$ cat src/sv/parabolic_trailing_stop_top_defines.svh
// Assertion macros for the parabolic trailing stop block.
// Used by the top level; expects signals named clk and rst in scope.
`ifndef PARABOLIC_TRAILING_STOP_TOP_DEFINES_SVH
`define PARABOLIC_TRAILING_STOP_TOP_DEFINES_SVH

// Same-cycle implication, disabled while reset is high.
`define PTS_ASSERT_NOW(label, ante, cons, msg) \
  label: assert property (@(posedge clk) disable iff (rst) (ante) |-> (cons)) \
    else $error(msg);

// Next-cycle implication, disabled while reset is high.
`define PTS_ASSERT_NEXT(label, ante, cons, msg) \
  label: assert property (@(posedge clk) disable iff (rst) (ante) |=> (cons)) \
    else $error(msg);

`endif

$ cat src/sv/pts_pkg.sv
// Shared types and constants for the parabolic trailing stop block.
// No dependencies; imported by every module of the block.
`default_nettype none

package pts_pkg;

  localparam int unsigned PRICE_BITS_DEF       = 32;
  localparam int unsigned FACTOR_FRAC_BITS_DEF = 16;

  // Fixed port widths of the fields.
  localparam int unsigned PRICE_FIELD_BITS  = 32;
  localparam int unsigned FACTOR_FIELD_BITS = 16;
  localparam int unsigned CFG_DATA_BITS     = 32;
  localparam int unsigned CFG_INDEX_BITS    = 3;

  typedef enum logic [CFG_INDEX_BITS-1:0] {
    REG_ENABLE       = 3'd0,
    REG_LONG_SIDE    = 3'd1,
    REG_INITIAL_STOP = 3'd2,
    REG_FACTOR_START = 3'd3,
    REG_FACTOR_STEP  = 3'd4,
    REG_FACTOR_MAX   = 3'd5
  } cfg_reg_t;

  // Operating mode handed from the register bank to the datapath.
  typedef struct packed {
    logic enable;
    logic long_side;
  } mode_t;

endpackage

`default_nettype wire

$ cat src/sv/pts_cfg.sv
// Configuration register bank of the parabolic trailing stop block.
// Depends on pts_pkg; raises a one-cycle reload pulse after each valid write.
`default_nettype none

module pts_cfg #(
  parameter int unsigned PRICE_BITS       = pts_pkg::PRICE_BITS_DEF,
  parameter int unsigned FACTOR_FRAC_BITS = pts_pkg::FACTOR_FRAC_BITS_DEF
) (
  input  wire logic                                  clk,
  input  wire logic                                  rst,
  input  wire logic                                  cfg_write,
  input  wire logic [pts_pkg::CFG_INDEX_BITS-1:0]    cfg_index,
  input  wire logic [pts_pkg::CFG_DATA_BITS-1:0]     cfg_data,
  output pts_pkg::mode_t                             mode,
  output logic      [PRICE_BITS-1:0]                 initial_stop,
  output logic      [FACTOR_FRAC_BITS-1:0]           factor_start,
  output logic      [FACTOR_FRAC_BITS-1:0]           factor_step,
  output logic      [FACTOR_FRAC_BITS-1:0]           factor_max,
  output logic                                       reload
);
  import pts_pkg::*;

  logic [FACTOR_FIELD_BITS-1:0] factor_field;

  assign factor_field = cfg_data[FACTOR_FIELD_BITS-1:0];

  always_ff @(posedge clk) begin
    if (rst) begin
      mode.enable    <= 1'b0;
      mode.long_side <= 1'b1;
      initial_stop   <= '0;
      factor_start   <= '0;
      factor_step    <= '0;
      factor_max     <= '0;
      reload         <= 1'b0;
    end else begin
      reload <= 1'b0;
      if (cfg_write) begin
        unique case (cfg_index)
          REG_ENABLE: begin
            mode.enable <= cfg_data[0];
            reload      <= 1'b1;
          end
          REG_LONG_SIDE: begin
            mode.long_side <= cfg_data[0];
            reload         <= 1'b1;
          end
          REG_INITIAL_STOP: begin
            initial_stop <= PRICE_BITS'(cfg_data);
            reload       <= 1'b1;
          end
          REG_FACTOR_START: begin
            factor_start <= FACTOR_FRAC_BITS'(factor_field);
            reload       <= 1'b1;
          end
          REG_FACTOR_STEP: begin
            factor_step <= FACTOR_FRAC_BITS'(factor_field);
            reload      <= 1'b1;
          end
          REG_FACTOR_MAX: begin
            factor_max <= FACTOR_FRAC_BITS'(factor_field);
            reload     <= 1'b1;
          end
          default: begin
            // Unused indices are ignored and do not reload.
          end
        endcase
      end
    end
  end

endmodule

`default_nettype wire

$ cat src/sv/pts_update.sv
// Combinational per-bar update of the parabolic trailing stop.
// Depends on pts_pkg; computes the hit flag and the next tracking state.
`default_nettype none

module pts_update #(
  parameter int unsigned PRICE_BITS       = pts_pkg::PRICE_BITS_DEF,
  parameter int unsigned FACTOR_FRAC_BITS = pts_pkg::FACTOR_FRAC_BITS_DEF
) (
  input  wire pts_pkg::mode_t               mode,
  input  wire logic                         first_bar,
  input  wire logic [PRICE_BITS-1:0]        stop_reg,
  input  wire logic [FACTOR_FRAC_BITS-1:0]  factor_reg,
  input  wire logic [PRICE_BITS-1:0]        extreme_high,
  input  wire logic [PRICE_BITS-1:0]        extreme_low,
  input  wire logic [FACTOR_FRAC_BITS-1:0]  factor_step,
  input  wire logic [FACTOR_FRAC_BITS-1:0]  factor_max,
  input  wire logic [PRICE_BITS-1:0]        bar_high,
  input  wire logic [PRICE_BITS-1:0]        bar_low,
  input  wire logic [PRICE_BITS-1:0]        check_price,
  output logic                              hit,
  output logic                              first_bar_next,
  output logic      [PRICE_BITS-1:0]        stop_reg_next,
  output logic      [FACTOR_FRAC_BITS-1:0]  factor_reg_next,
  output logic      [PRICE_BITS-1:0]        extreme_high_next,
  output logic      [PRICE_BITS-1:0]        extreme_low_next
);
  import pts_pkg::*;

  localparam int unsigned PROD_BITS = PRICE_BITS + FACTOR_FRAC_BITS;

  logic                          new_high;
  logic                          new_low;
  logic                          grow;
  logic [PRICE_BITS-1:0]         ext;
  logic [FACTOR_FRAC_BITS:0]     factor_sum;
  logic [FACTOR_FRAC_BITS-1:0]   factor_clip;
  logic [FACTOR_FRAC_BITS-1:0]   factor_upd;
  logic                          ahead;
  logic [PRICE_BITS-1:0]         span;
  logic [PROD_BITS-1:0]          prod;
  logic [PRICE_BITS-1:0]         delta;
  logic [PRICE_BITS-1:0]         stop_moved;

  assign new_high = bar_high > extreme_high;
  assign new_low  = bar_low < extreme_low;
  assign grow     = mode.long_side ? new_high : new_low;

  always_comb begin
    if (mode.long_side) begin
      ext = new_high ? bar_high : extreme_high;
    end else begin
      ext = new_low ? bar_low : extreme_low;
    end
  end

  // The factor saturates at the largest fraction code, just below 1.0.
  assign factor_sum  = {1'b0, factor_reg} + {1'b0, factor_step};
  assign factor_clip = factor_sum[FACTOR_FRAC_BITS] ? '1 : factor_sum[FACTOR_FRAC_BITS-1:0];
  assign factor_upd  = (grow && (factor_reg < factor_max)) ? factor_clip : factor_reg;

  // The truncated step never exceeds the distance, so no wrap can occur.
  assign ahead      = ext >= stop_reg;
  assign span       = ahead ? (ext - stop_reg) : (stop_reg - ext);
  assign prod       = PROD_BITS'(span) * PROD_BITS'(factor_upd);
  assign delta      = prod[PROD_BITS-1:FACTOR_FRAC_BITS];
  assign stop_moved = ahead ? (stop_reg + delta) : (stop_reg - delta);

  always_comb begin
    hit               = 1'b0;
    first_bar_next    = first_bar;
    stop_reg_next     = stop_reg;
    factor_reg_next   = factor_reg;
    extreme_high_next = extreme_high;
    extreme_low_next  = extreme_low;
    if (mode.enable) begin
      hit = mode.long_side ? (check_price < stop_reg) : (check_price > stop_reg);
      if (first_bar) begin
        first_bar_next    = 1'b0;
        extreme_high_next = bar_high;
        extreme_low_next  = bar_low;
      end else begin
        stop_reg_next   = stop_moved;
        factor_reg_next = factor_upd;
        if (mode.long_side) begin
          extreme_high_next = ext;
        end else begin
          extreme_low_next = ext;
        end
      end
    end
  end

endmodule

`default_nettype wire

$ cat src/sv/parabolic_trailing_stop_top.sv
// Parabolic trailing stop, top level.
// A bar moves through the input register and then the result register, where out_valid marks it.
// Throughput: one bar per cycle while out_ready is high; the state loop
// (compare, factor add, multiply, add) is combinational between the state registers.
// Reset (synchronous, active high): stop and factor 0, first-bar flag set, extremes 0,
// tracking disabled, long side selected; both pipeline stages empty.
`default_nettype none
`include "parabolic_trailing_stop_top_defines.svh"

module parabolic_trailing_stop_top #(
  parameter int unsigned PRICE_BITS       = pts_pkg::PRICE_BITS_DEF,
  parameter int unsigned FACTOR_FRAC_BITS = pts_pkg::FACTOR_FRAC_BITS_DEF
) (
  input  wire logic                                   clk,
  input  wire logic                                   rst,
  // Configuration write port.
  input  wire logic                                   cfg_write,
  input  wire logic [pts_pkg::CFG_INDEX_BITS-1:0]     cfg_index,
  input  wire logic [pts_pkg::CFG_DATA_BITS-1:0]      cfg_data,
  // Bar input channel.
  input  wire logic                                   in_valid,
  output logic                                        in_ready,
  input  wire logic [pts_pkg::PRICE_FIELD_BITS-1:0]   bar_high,
  input  wire logic [pts_pkg::PRICE_FIELD_BITS-1:0]   bar_low,
  input  wire logic [pts_pkg::PRICE_FIELD_BITS-1:0]   check_price,
  // Result channel.
  output logic                                        out_valid,
  input  wire logic                                   out_ready,
  output logic                                        stop_hit,
  output logic      [pts_pkg::PRICE_FIELD_BITS-1:0]   stop_level,
  output logic      [pts_pkg::FACTOR_FIELD_BITS-1:0]  factor_now
);
  import pts_pkg::*;

  // Configuration.
  mode_t                         mode;
  logic [PRICE_BITS-1:0]         initial_stop;
  logic [FACTOR_FRAC_BITS-1:0]   factor_start;
  logic [FACTOR_FRAC_BITS-1:0]   factor_step;
  logic [FACTOR_FRAC_BITS-1:0]   factor_max;
  logic                          reload;

  // Input register stage.
  logic                          s1_valid;
  logic [PRICE_BITS-1:0]         s1_high;
  logic [PRICE_BITS-1:0]         s1_low;
  logic [PRICE_BITS-1:0]         s1_check;
  logic                          s1_adv;
  logic                          s1_fire;

  // Tracking state and its next values.
  logic                          first_bar;
  logic [PRICE_BITS-1:0]         stop_reg;
  logic [FACTOR_FRAC_BITS-1:0]   factor_reg;
  logic [PRICE_BITS-1:0]         extreme_high;
  logic [PRICE_BITS-1:0]         extreme_low;
  logic                          hit;
  logic                          first_bar_next;
  logic [PRICE_BITS-1:0]         stop_reg_next;
  logic [FACTOR_FRAC_BITS-1:0]   factor_reg_next;
  logic [PRICE_BITS-1:0]         extreme_high_next;
  logic [PRICE_BITS-1:0]         extreme_low_next;

  pts_cfg #(
    .PRICE_BITS       (PRICE_BITS),
    .FACTOR_FRAC_BITS (FACTOR_FRAC_BITS)
  ) u_cfg (
    .clk          (clk),
    .rst          (rst),
    .cfg_write    (cfg_write),
    .cfg_index    (cfg_index),
    .cfg_data     (cfg_data),
    .mode         (mode),
    .initial_stop (initial_stop),
    .factor_start (factor_start),
    .factor_step  (factor_step),
    .factor_max   (factor_max),
    .reload       (reload)
  );

  // The result register is the skid stage: the input register may move on
  // whenever the result register is empty or its transfer completes now.
  assign s1_adv   = !out_valid || out_ready;
  assign s1_fire  = s1_valid && s1_adv;
  assign in_ready = !s1_valid || s1_adv;

  always_ff @(posedge clk) begin
    if (rst) begin
      s1_valid <= 1'b0;
    end else if (in_ready) begin
      s1_valid <= in_valid;
    end
  end

  // Prices are carried at the internal width, truncated or zero-extended.
  always_ff @(posedge clk) begin
    if (in_valid && in_ready) begin
      s1_high  <= PRICE_BITS'(bar_high);
      s1_low   <= PRICE_BITS'(bar_low);
      s1_check <= PRICE_BITS'(check_price);
    end
  end

  pts_update #(
    .PRICE_BITS       (PRICE_BITS),
    .FACTOR_FRAC_BITS (FACTOR_FRAC_BITS)
  ) u_update (
    .mode              (mode),
    .first_bar         (first_bar),
    .stop_reg          (stop_reg),
    .factor_reg        (factor_reg),
    .extreme_high      (extreme_high),
    .extreme_low       (extreme_low),
    .factor_step       (factor_step),
    .factor_max        (factor_max),
    .bar_high          (s1_high),
    .bar_low           (s1_low),
    .check_price       (s1_check),
    .hit               (hit),
    .first_bar_next    (first_bar_next),
    .stop_reg_next     (stop_reg_next),
    .factor_reg_next   (factor_reg_next),
    .extreme_high_next (extreme_high_next),
    .extreme_low_next  (extreme_low_next)
  );

  // The state moves on only when a bar leaves the input register, so each
  // bar sees exactly the state that the bar before it left behind. A
  // configuration write sets its register and the reload pulse, which
  // reloads stop, factor and first-bar flag from them; extremes are kept.
  // The user must write only while idle, so writes and bars never collide; the block does not enforce it.
  always_ff @(posedge clk) begin
    if (rst) begin
      first_bar    <= 1'b1;
      stop_reg     <= '0;
      factor_reg   <= '0;
      extreme_high <= '0;
      extreme_low  <= '0;
    end else if (reload) begin
      first_bar  <= 1'b1;
      stop_reg   <= initial_stop;
      factor_reg <= factor_start;
    end else if (s1_fire) begin
      first_bar    <= first_bar_next;
      stop_reg     <= stop_reg_next;
      factor_reg   <= factor_reg_next;
      extreme_high <= extreme_high_next;
      extreme_low  <= extreme_low_next;
    end
  end

  // Result register.
  always_ff @(posedge clk) begin
    if (rst) begin
      out_valid <= 1'b0;
    end else if (s1_adv) begin
      out_valid <= s1_valid;
    end
  end

  always_ff @(posedge clk) begin
    if (s1_fire) begin
      stop_hit   <= hit;
      stop_level <= PRICE_FIELD_BITS'(stop_reg_next);
      factor_now <= FACTOR_FIELD_BITS'(factor_reg_next);
    end
  end

  // While tracking is off no bar may trip the stop.
  `PTS_ASSERT_NEXT(a_disabled_no_hit, s1_fire && !mode.enable, out_valid && !stop_hit,
    "stop hit reported while tracking is disabled")

  // While tracking is off and no reload is pending the stop and factor hold.
  `PTS_ASSERT_NEXT(a_disabled_holds, !mode.enable && !reload,
    $stable(stop_reg) && $stable(factor_reg), "stop or factor moved while disabled")

  // A reload always re-arms the first-bar flag.
  `PTS_ASSERT_NEXT(a_reload_first_bar, reload, first_bar,
    "first-bar flag not set after a register write")

  // With both stages full and the result stalled, no new bar is taken.
  `PTS_ASSERT_NOW(a_full_backpressure, s1_valid && out_valid && !out_ready, !in_ready,
    "input accepted while both stages are full and stalled")

endmodule

`default_nettype wire
$ cat config.mk
export PLATFORM = sky130hd
export DESIGN_NAME = parabolic_trailing_stop_top
export DESIGN_NICKNAME = d
export VERILOG_FILES = /design/src/sv/pts_pkg.sv /design/src/sv/pts_cfg.sv /design/src/sv/pts_update.sv /design/src/sv/parabolic_trailing_stop_top.sv
export VERILOG_INCLUDE_DIRS = /design/src /design/src/sv
export SDC_FILE = /design/constraint.sdc
export NUM_CORES = 2
export LEC_CHECK = 0
export ABC_AREA = 0
export BUFFER_PORTS_ARGS = -buffer_cell sky130_fd_sc_hd__buf_2
export CAP_MARGIN = 20
export CORE_ASPECT_RATIO = 1.5
export CORE_MARGIN = 4
export CORE_UTILIZATION = 65
export CTS_BUF_LIST = sky130_fd_sc_hd__clkbuf_8
export CTS_CLUSTER_DIAMETER = 100
export DETAILED_ROUTE_END_ITERATION = 10
export PLACE_DENSITY_LB_ADDON = 0.1
export SYNTH_ARGS = -nofsm -noshare
export SYNTH_HDL_FRONTEND = slang
export SYNTH_SLANG_ARGS = --single-unit
$ cat constraint.sdc
create_clock -name clk -period 21.2 [get_ports clk]
set_input_delay 2.12 -clock clk [delete_from_list [all_inputs] [get_ports clk]]
set_output_delay 2.12 -clock clk [all_outputs]
set_load 0.01 [all_outputs]
Word level (Yosys, flattened, before mapping)
Cells that the tools add are included.
Storage, ports and cells
  register bits after elaboration: 343
  bits of input ports: 136
  output and inout bits: 51
Cells by class
  bitwise operators: 2
  reduce and logical (&&, ||, !) cells: 22
  equality and inequality tests: 6
  magnitude comparators: 6
  multiply operators: 1
  mux-type cells: 22
  add/subtract/negate cells: 5
Operator list (number)
  two-way mux 32 bit: 13
  two-way mux 16 bit: 6
  subtractor 32 bit: 3
  > comparator 32 bit: 2
  less-than comparator 32 bit: 2
  multiplier 32 x 16 -> 48 bit: 1
  adder 32 bit: 1
  greater-or-equal comparator 32 bit: 1
  adder 16 x 16 -> 17 bit: 1
  less-than comparator 16 bit: 1
  AND reduction 2 bit: 7
  AND reduction 4 bit: 2
  equality test 3 x 2 -> 1 bit (second input constant): 2
  equality test 3 bit (second input constant): 2
  OR reduction 6 bit: 1
  nonzero test 2 bit: 2
  OR reduction 2 bit: 2
  equality test 3 x 1 -> 1 bit (second input constant): 1
  logical AND 1 bit: 3
  logical NOT 3 bit: 1
  two-way mux 1 bit: 3
  logical NOT 1 bit: 2
  logical OR 1 bit: 2
  != test 2 bit (second input constant): 1
  NOT 1 bit: 2

Longest topological paths before layout
  depth in word-level cells: 12
  gate-level depth with buffers: 72

Cells and area by module
A second synthesis with hierarchy kept.
Second synthesis, totals
  cells, all modules: 4663
  area total of the unflattened synthesis: 40336.2 um2
Modules (own cells, without submodules)
  pts_update: instances 1, cells each 3620, seq. area each 0.0 um2, area an instance 27438.8 um2
  parabolic_trailing_stop_top: instances 1, cells each 733, seq. area each 6656.4 um2, area an instance 9452.8 um2
  pts_cfg: instances 1, cells each 310, seq. area each 1661.6 um2, area an instance 3444.6 um2

Least setup slack after synthesis
No wires, ideal clock.
  path type: register to register
  from: reg s1_low[9]
  to: reg stop_reg[31]
  path buffers: 4
  arrival: 15.370 ns
  setup slack: 5.739 ns
  cell stages (with the launch flop): 65
  clock period less this slack: 15.461 ns
  path through: edfxtp_1 -> ha_1 -> a21oi_1 -> o21a_1 -> a2111oi_0 -> a21boi_0 -> nor2_1 -> o21bai_1 -> clkbuf_1 -> mux2i_1 -> nor2_1 -> a21oi_1 -> inv_1 -> ha_1 -> clkbuf_1 -> o211a_1 -> o31ai_1 -> a32oi_1 -> [... 29 more ...] -> or4b_4 -> or3_1 -> o21ai_0 -> a22oi_1 -> o22ai_1 -> xnor2_1 -> ha_1 -> nand2_1 -> nor2_1 -> a211oi_1 -> nor2_1 -> a211oi_1 -> o21bai_1 -> a21oi_1 -> xnor2_1 -> xnor2_1 -> or3_1 -> a311oi_1
On the way
  word-level cells in the longest chain between the ends: 12
Ends and longest elaborated chain
  from (decl): RTL line parabolic_trailing_stop_top.sv:46  | logic [PRICE_BITS-1:0] s1_low;
  from (signal assigned): RTL line parabolic_trailing_stop_top.sv:99  | s1_low <= PRICE_BITS'(bar_low);
  less-than comparator 32 bit: RTL line pts_update.sv:45  | assign new_low = bar_low < extreme_low;
  two-way mux 32 bit: RTL line pts_update.sv:52  | ext = new_low ? bar_low : extreme_low;
  two-way mux 32 bit: RTL line pts_update.sv:49  | if (mode.long_side) begin
  subtractor 32 bit or greater-or-equal comparator 32 bit (tied branches): RTL line pts_update.sv:63, pts_update.sv:62
  two-way mux 32 bit: RTL line pts_update.sv:63  | assign span = ahead ? (ext - stop_reg) : (stop_reg - ext);
  multiplier 32 x 16 -> 48 bit: RTL line pts_update.sv:64  | assign prod = PROD_BITS'(span) * PROD_BITS'(factor_upd);
  subtractor 32 bit or adder 32 bit (tied branches): RTL line pts_update.sv:66  | assign stop_moved = ahead ? (stop_reg + delta) : (stop_reg - delta);
  two-way mux 32 bit *: RTL line pts_update.sv:66
  two-way mux 32 bit *: RTL line pts_update.sv:77  | if (first_bar) begin
  two-way mux 32 bit *: RTL line pts_update.sv:75  | if (mode.enable) begin
  two-way mux 32 bit *: RTL line parabolic_trailing_stop_top.sv:143  | end else if (s1_fire) begin
  two-way mux 32 bit *: RTL line parabolic_trailing_stop_top.sv:139  | end else if (reload) begin
  to (signal assigned): RTL line parabolic_trailing_stop_top.sv:141  | stop_reg <= initial_stop;
  to (signal assigned): RTL line parabolic_trailing_stop_top.sv:145  | stop_reg <= stop_reg_next;
  to (decl): RTL line parabolic_trailing_stop_top.sv:53  | logic [PRICE_BITS-1:0] stop_reg;
Mark *: on every way between the ends. The rest lies on a longest branch, timed or not. The select of a mux whose other input is x is not followed.
A chain may end at the register's enable or synchronous reset.

Final worst setup path
Ends and elaborated chain as after synthesis.

==> flow_metrics.py <==
metrics = {
    "status": {
        "status": "finished clean",
    },
    "route": {
        "route.vias.total": 33791,
        "drt_iter0_drc": 3152,
        "routed_via_density": 6.070,
        "drt_wl_total_um": 119500,
        "drt-pass1-iter-count": 8,
        "route.detailed.drc": 0,
        "wire_per_inst_um": 21.47,
        "ant_nets": 0,
    },
    "synthesis": {
        "ys_warn_count": 0,
        "synth_enable_flop_cells": 145,
        "synth.avg_cell_area_sq_um": 8.357,
        "synthesis.area_sq_um": 38970,
        "synth_seq_cells": 343,
        "netlist_instances": 4664,
        "synthArstFlopShare_pct": 0,
        "yosys_most_used_dff": "dfxtp_1",
        "synth_cell_types": 91,
        "syn-num-nets": 5563,
        "synth-seq-area-share_pct": 21.34,
    },
    "floorplan": {
        "die-area_sq_um": 64020,
        "die_w_um": 207.9,
        "coreArea_sq_um": 59190,
        "start_util_pct": 65.85,
        "ios": 187,
        "rows": 109,
        "die_h_um": 307.9,
    },
    "cts": {
        "cts_tree": "yes",
        "cts_sinks": 343,
        "cts_root_buf": "clkbuf_8",
        "clk_pin_slew_ps": 70,
        "cts_max_level": 2,
        "post_cts_buffers": 0,
        "clkLatencyLatePin_ps": 620,
        "numCtsBuffers": 45,
        "cts.path.max_buffers": 3,
        "cts_resized": 0,
        "hold_buffers": 0,
    },
    "worst_setup_path": {
        "critPathMaxFanout": 21,
        "cp_slowest_cell": "xor2_1",
        "r2r_start": "s1_low[9]",
        "path_class": "reg -> reg",
        "worst_ep_required_time_ps": 21730,
        "reg2reg_to": "stop_reg[31]",
        "reg2reg_depth": 63,
        "crit_path_end_kind": "flip-flop",
        "r2r_slack_ps": 2610,
        "critPathMaxStageDelay_ps": 960,
        "worstSetupStartpointType": "flip-flop",
        "arrival_ps": 19120,
    },
    "timing": {
        "final.setup.tns_ps": 0,
        "tightest_slew_ps": 1185,
        "finClkSkew_ps": 37.97,
        "period_share_pct": 87.70,
        "fmax_mhz": 53.79,
        "slew_headroom_pct": 20.73,
        "hold_viol": 0,
        "setup_slack_ps": 2608,
        "maxSlewViolCount": 0,
        "period_needed_ps": 18590,
        "rsz0062_at_grt": "false",
        "finalSetupViolations": 0,
    },
    "global_routing": {
        "grt_pass1_wl_um": 186900,
        "met1_usage_pct": 45.72,
        "overflow": 0,
        "grt_start_max_net_pins": 102,
        "use_met3_pct": 5.260,
        "antenna_found_initial": 2,
        "use_met2_pct": 62.91,
        "grt_busiest_layer": "met2",
        "grt_pass1_vias": 34631,
        "grt.total_usage_pct": 36.91,
    },
    "layout": {
        "instances_no_fill": 5567,
        "fillCellCount": 4885,
        "fin_area_sq_um": 41690,
        "nets": 5653,
        "drive_above_1_share_pct": 9.605,
        "syn_to_final_growth_pct": 6.976,
    },
    "placement": {
        "place_ws_ps": 2827,
        "dp_cells": 5480,
        "dpl.hpwl_um": 93520,
        "place_area_sq_um": 40740,
        "port_buffers": 186,
        "gp_congestion": 0.9851,
    },
    "hold_path": {
        "holdPathStages": 2,
        "whs_endpoint": "u_cfg.factor_max[2]",
        "hold_path_class": "reg -> reg",
        "hold_start": "u_cfg.factor_max[2]",
    },
    "flow_run": {
        "cap_viol_max_count": 0,
    },
}
-- stage by stage --
stage / util [%] / hold slack, ps
floorplan: - / 432.1
global placement: 68.82 / 439.7
detailed placement: 68.84 / 443.5
CTS: 70.33 / 456.3
global route: 70.44 / 477.5
finish: 70.44 / 455.1
-- cells in the mapped netlist, drive strengths merged, types with 37 or more instances --
master / count / area share (%)
nand2: 797 / 7.7
ha: 342 / 11
nor3: 37 / 0.48
o21bai: 38 / 0.73
nor2b: 45 / 0.72
o21ai: 230 / 3.0
mux2i: 54 / 1.4
dfxtp: 198 / 10
inv: 663 / 6.4
xnor2: 102 / 2.3
nor2: 275 / 2.7
a31oi: 81 / 1.3
or2: 41 / 0.66
nand4: 48 / 0.77
a21o: 88 / 1.7
and2: 79 / 1.3
fa: 421 / 22
a21oi: 386 / 5.0
clkbuf: 194 / 1.9
edfxtp: 145 / 11
-- worst max-delay path by stage --
| stage | start | end | slack [ps] | depth (start not counted) |
|---|---|---|---|---|
| after floorplan | s1_low[9] | stop_reg[31] | 5740 | 64 |
| after global placement | s1_low[9] | stop_reg[31] | 3120 | 64 |
| after detailed placement | s1_low[9] | stop_reg[31] | 2830 | 63 |
| after CTS | s1_low[9] | stop_reg[31] | 2770 | 63 |
| after global routing | s1_low[9] | stop_reg[31] | 1410 | 63 |
| final | s1_low[9] | stop_reg[31] | 2610 | 63 |
-- cell type report --
class                      instances  area, sq um  area share [%]
clock buffer                      56        770.7           1.849
sequential                       343         8322           19.96
inverter                         663         2489           5.969
antenna                            1        2.502        0.006002
multi-input combinational       3441        27500           65.96
clock inverter                    26        113.9          0.2731
tap                              777        972.2           2.332
timing repair buffer             260         1521           3.649
-- critical path: cells and delay by family, from the launching register on --
family / cells / cell delay [ps]
AO/OA/AOI/OAI: 29 / 8170
XOR/XNOR: 3 / 1220
adder cells (fa/ha/maj): 11 / 4950
buffers and inverters: 6 / 790
flip-flops: 1 / 430
multiplexers: 2 / 700
AND/OR/NAND/NOR: 12 / 2280
-- cells by family after synthesis --
family                     Yosys count  synth area share [%]
AOI/OAI and AO/OA                  999                 15.61
xor gates and xnor gates           136                 3.056
and+or+nand+nor                   1454                 16.46
buffers and inverters              880                 8.523
DFF                                343                 21.34
adders and majority gates          763                 32.60
muxes                               89                 2.398
-- routing by layer --
metal	vias up	routed length [um]
met4	0	7251
met5	-	0
met2	1663	57380
met3	370	9693
li1	15521	-
met1	16237	45200
-- layout by cell type (no fill, tap or decap), types with 145 or more instances in the layout --
| master | synthesis | layout |
|---|---|---|
| inv_1 | 662 | 676 |
| a21oi_1 | 383 | 376 |
| fa_1 | 421 | 421 |
| edfxtp_1 | 145 | 145 |
| nor2_1 | 274 | 273 |
| nand2_1 | 797 | 797 |
| buf_2 | 6 | 185 |
| dfxtp_1 | 198 | 195 |
| ha_1 | 342 | 342 |
| o21ai_0 | 224 | 224 |
Power is left out: the tool's default activity adds up to more than one toggle a clock period on the data nets, which glitch-free logic cannot reach.
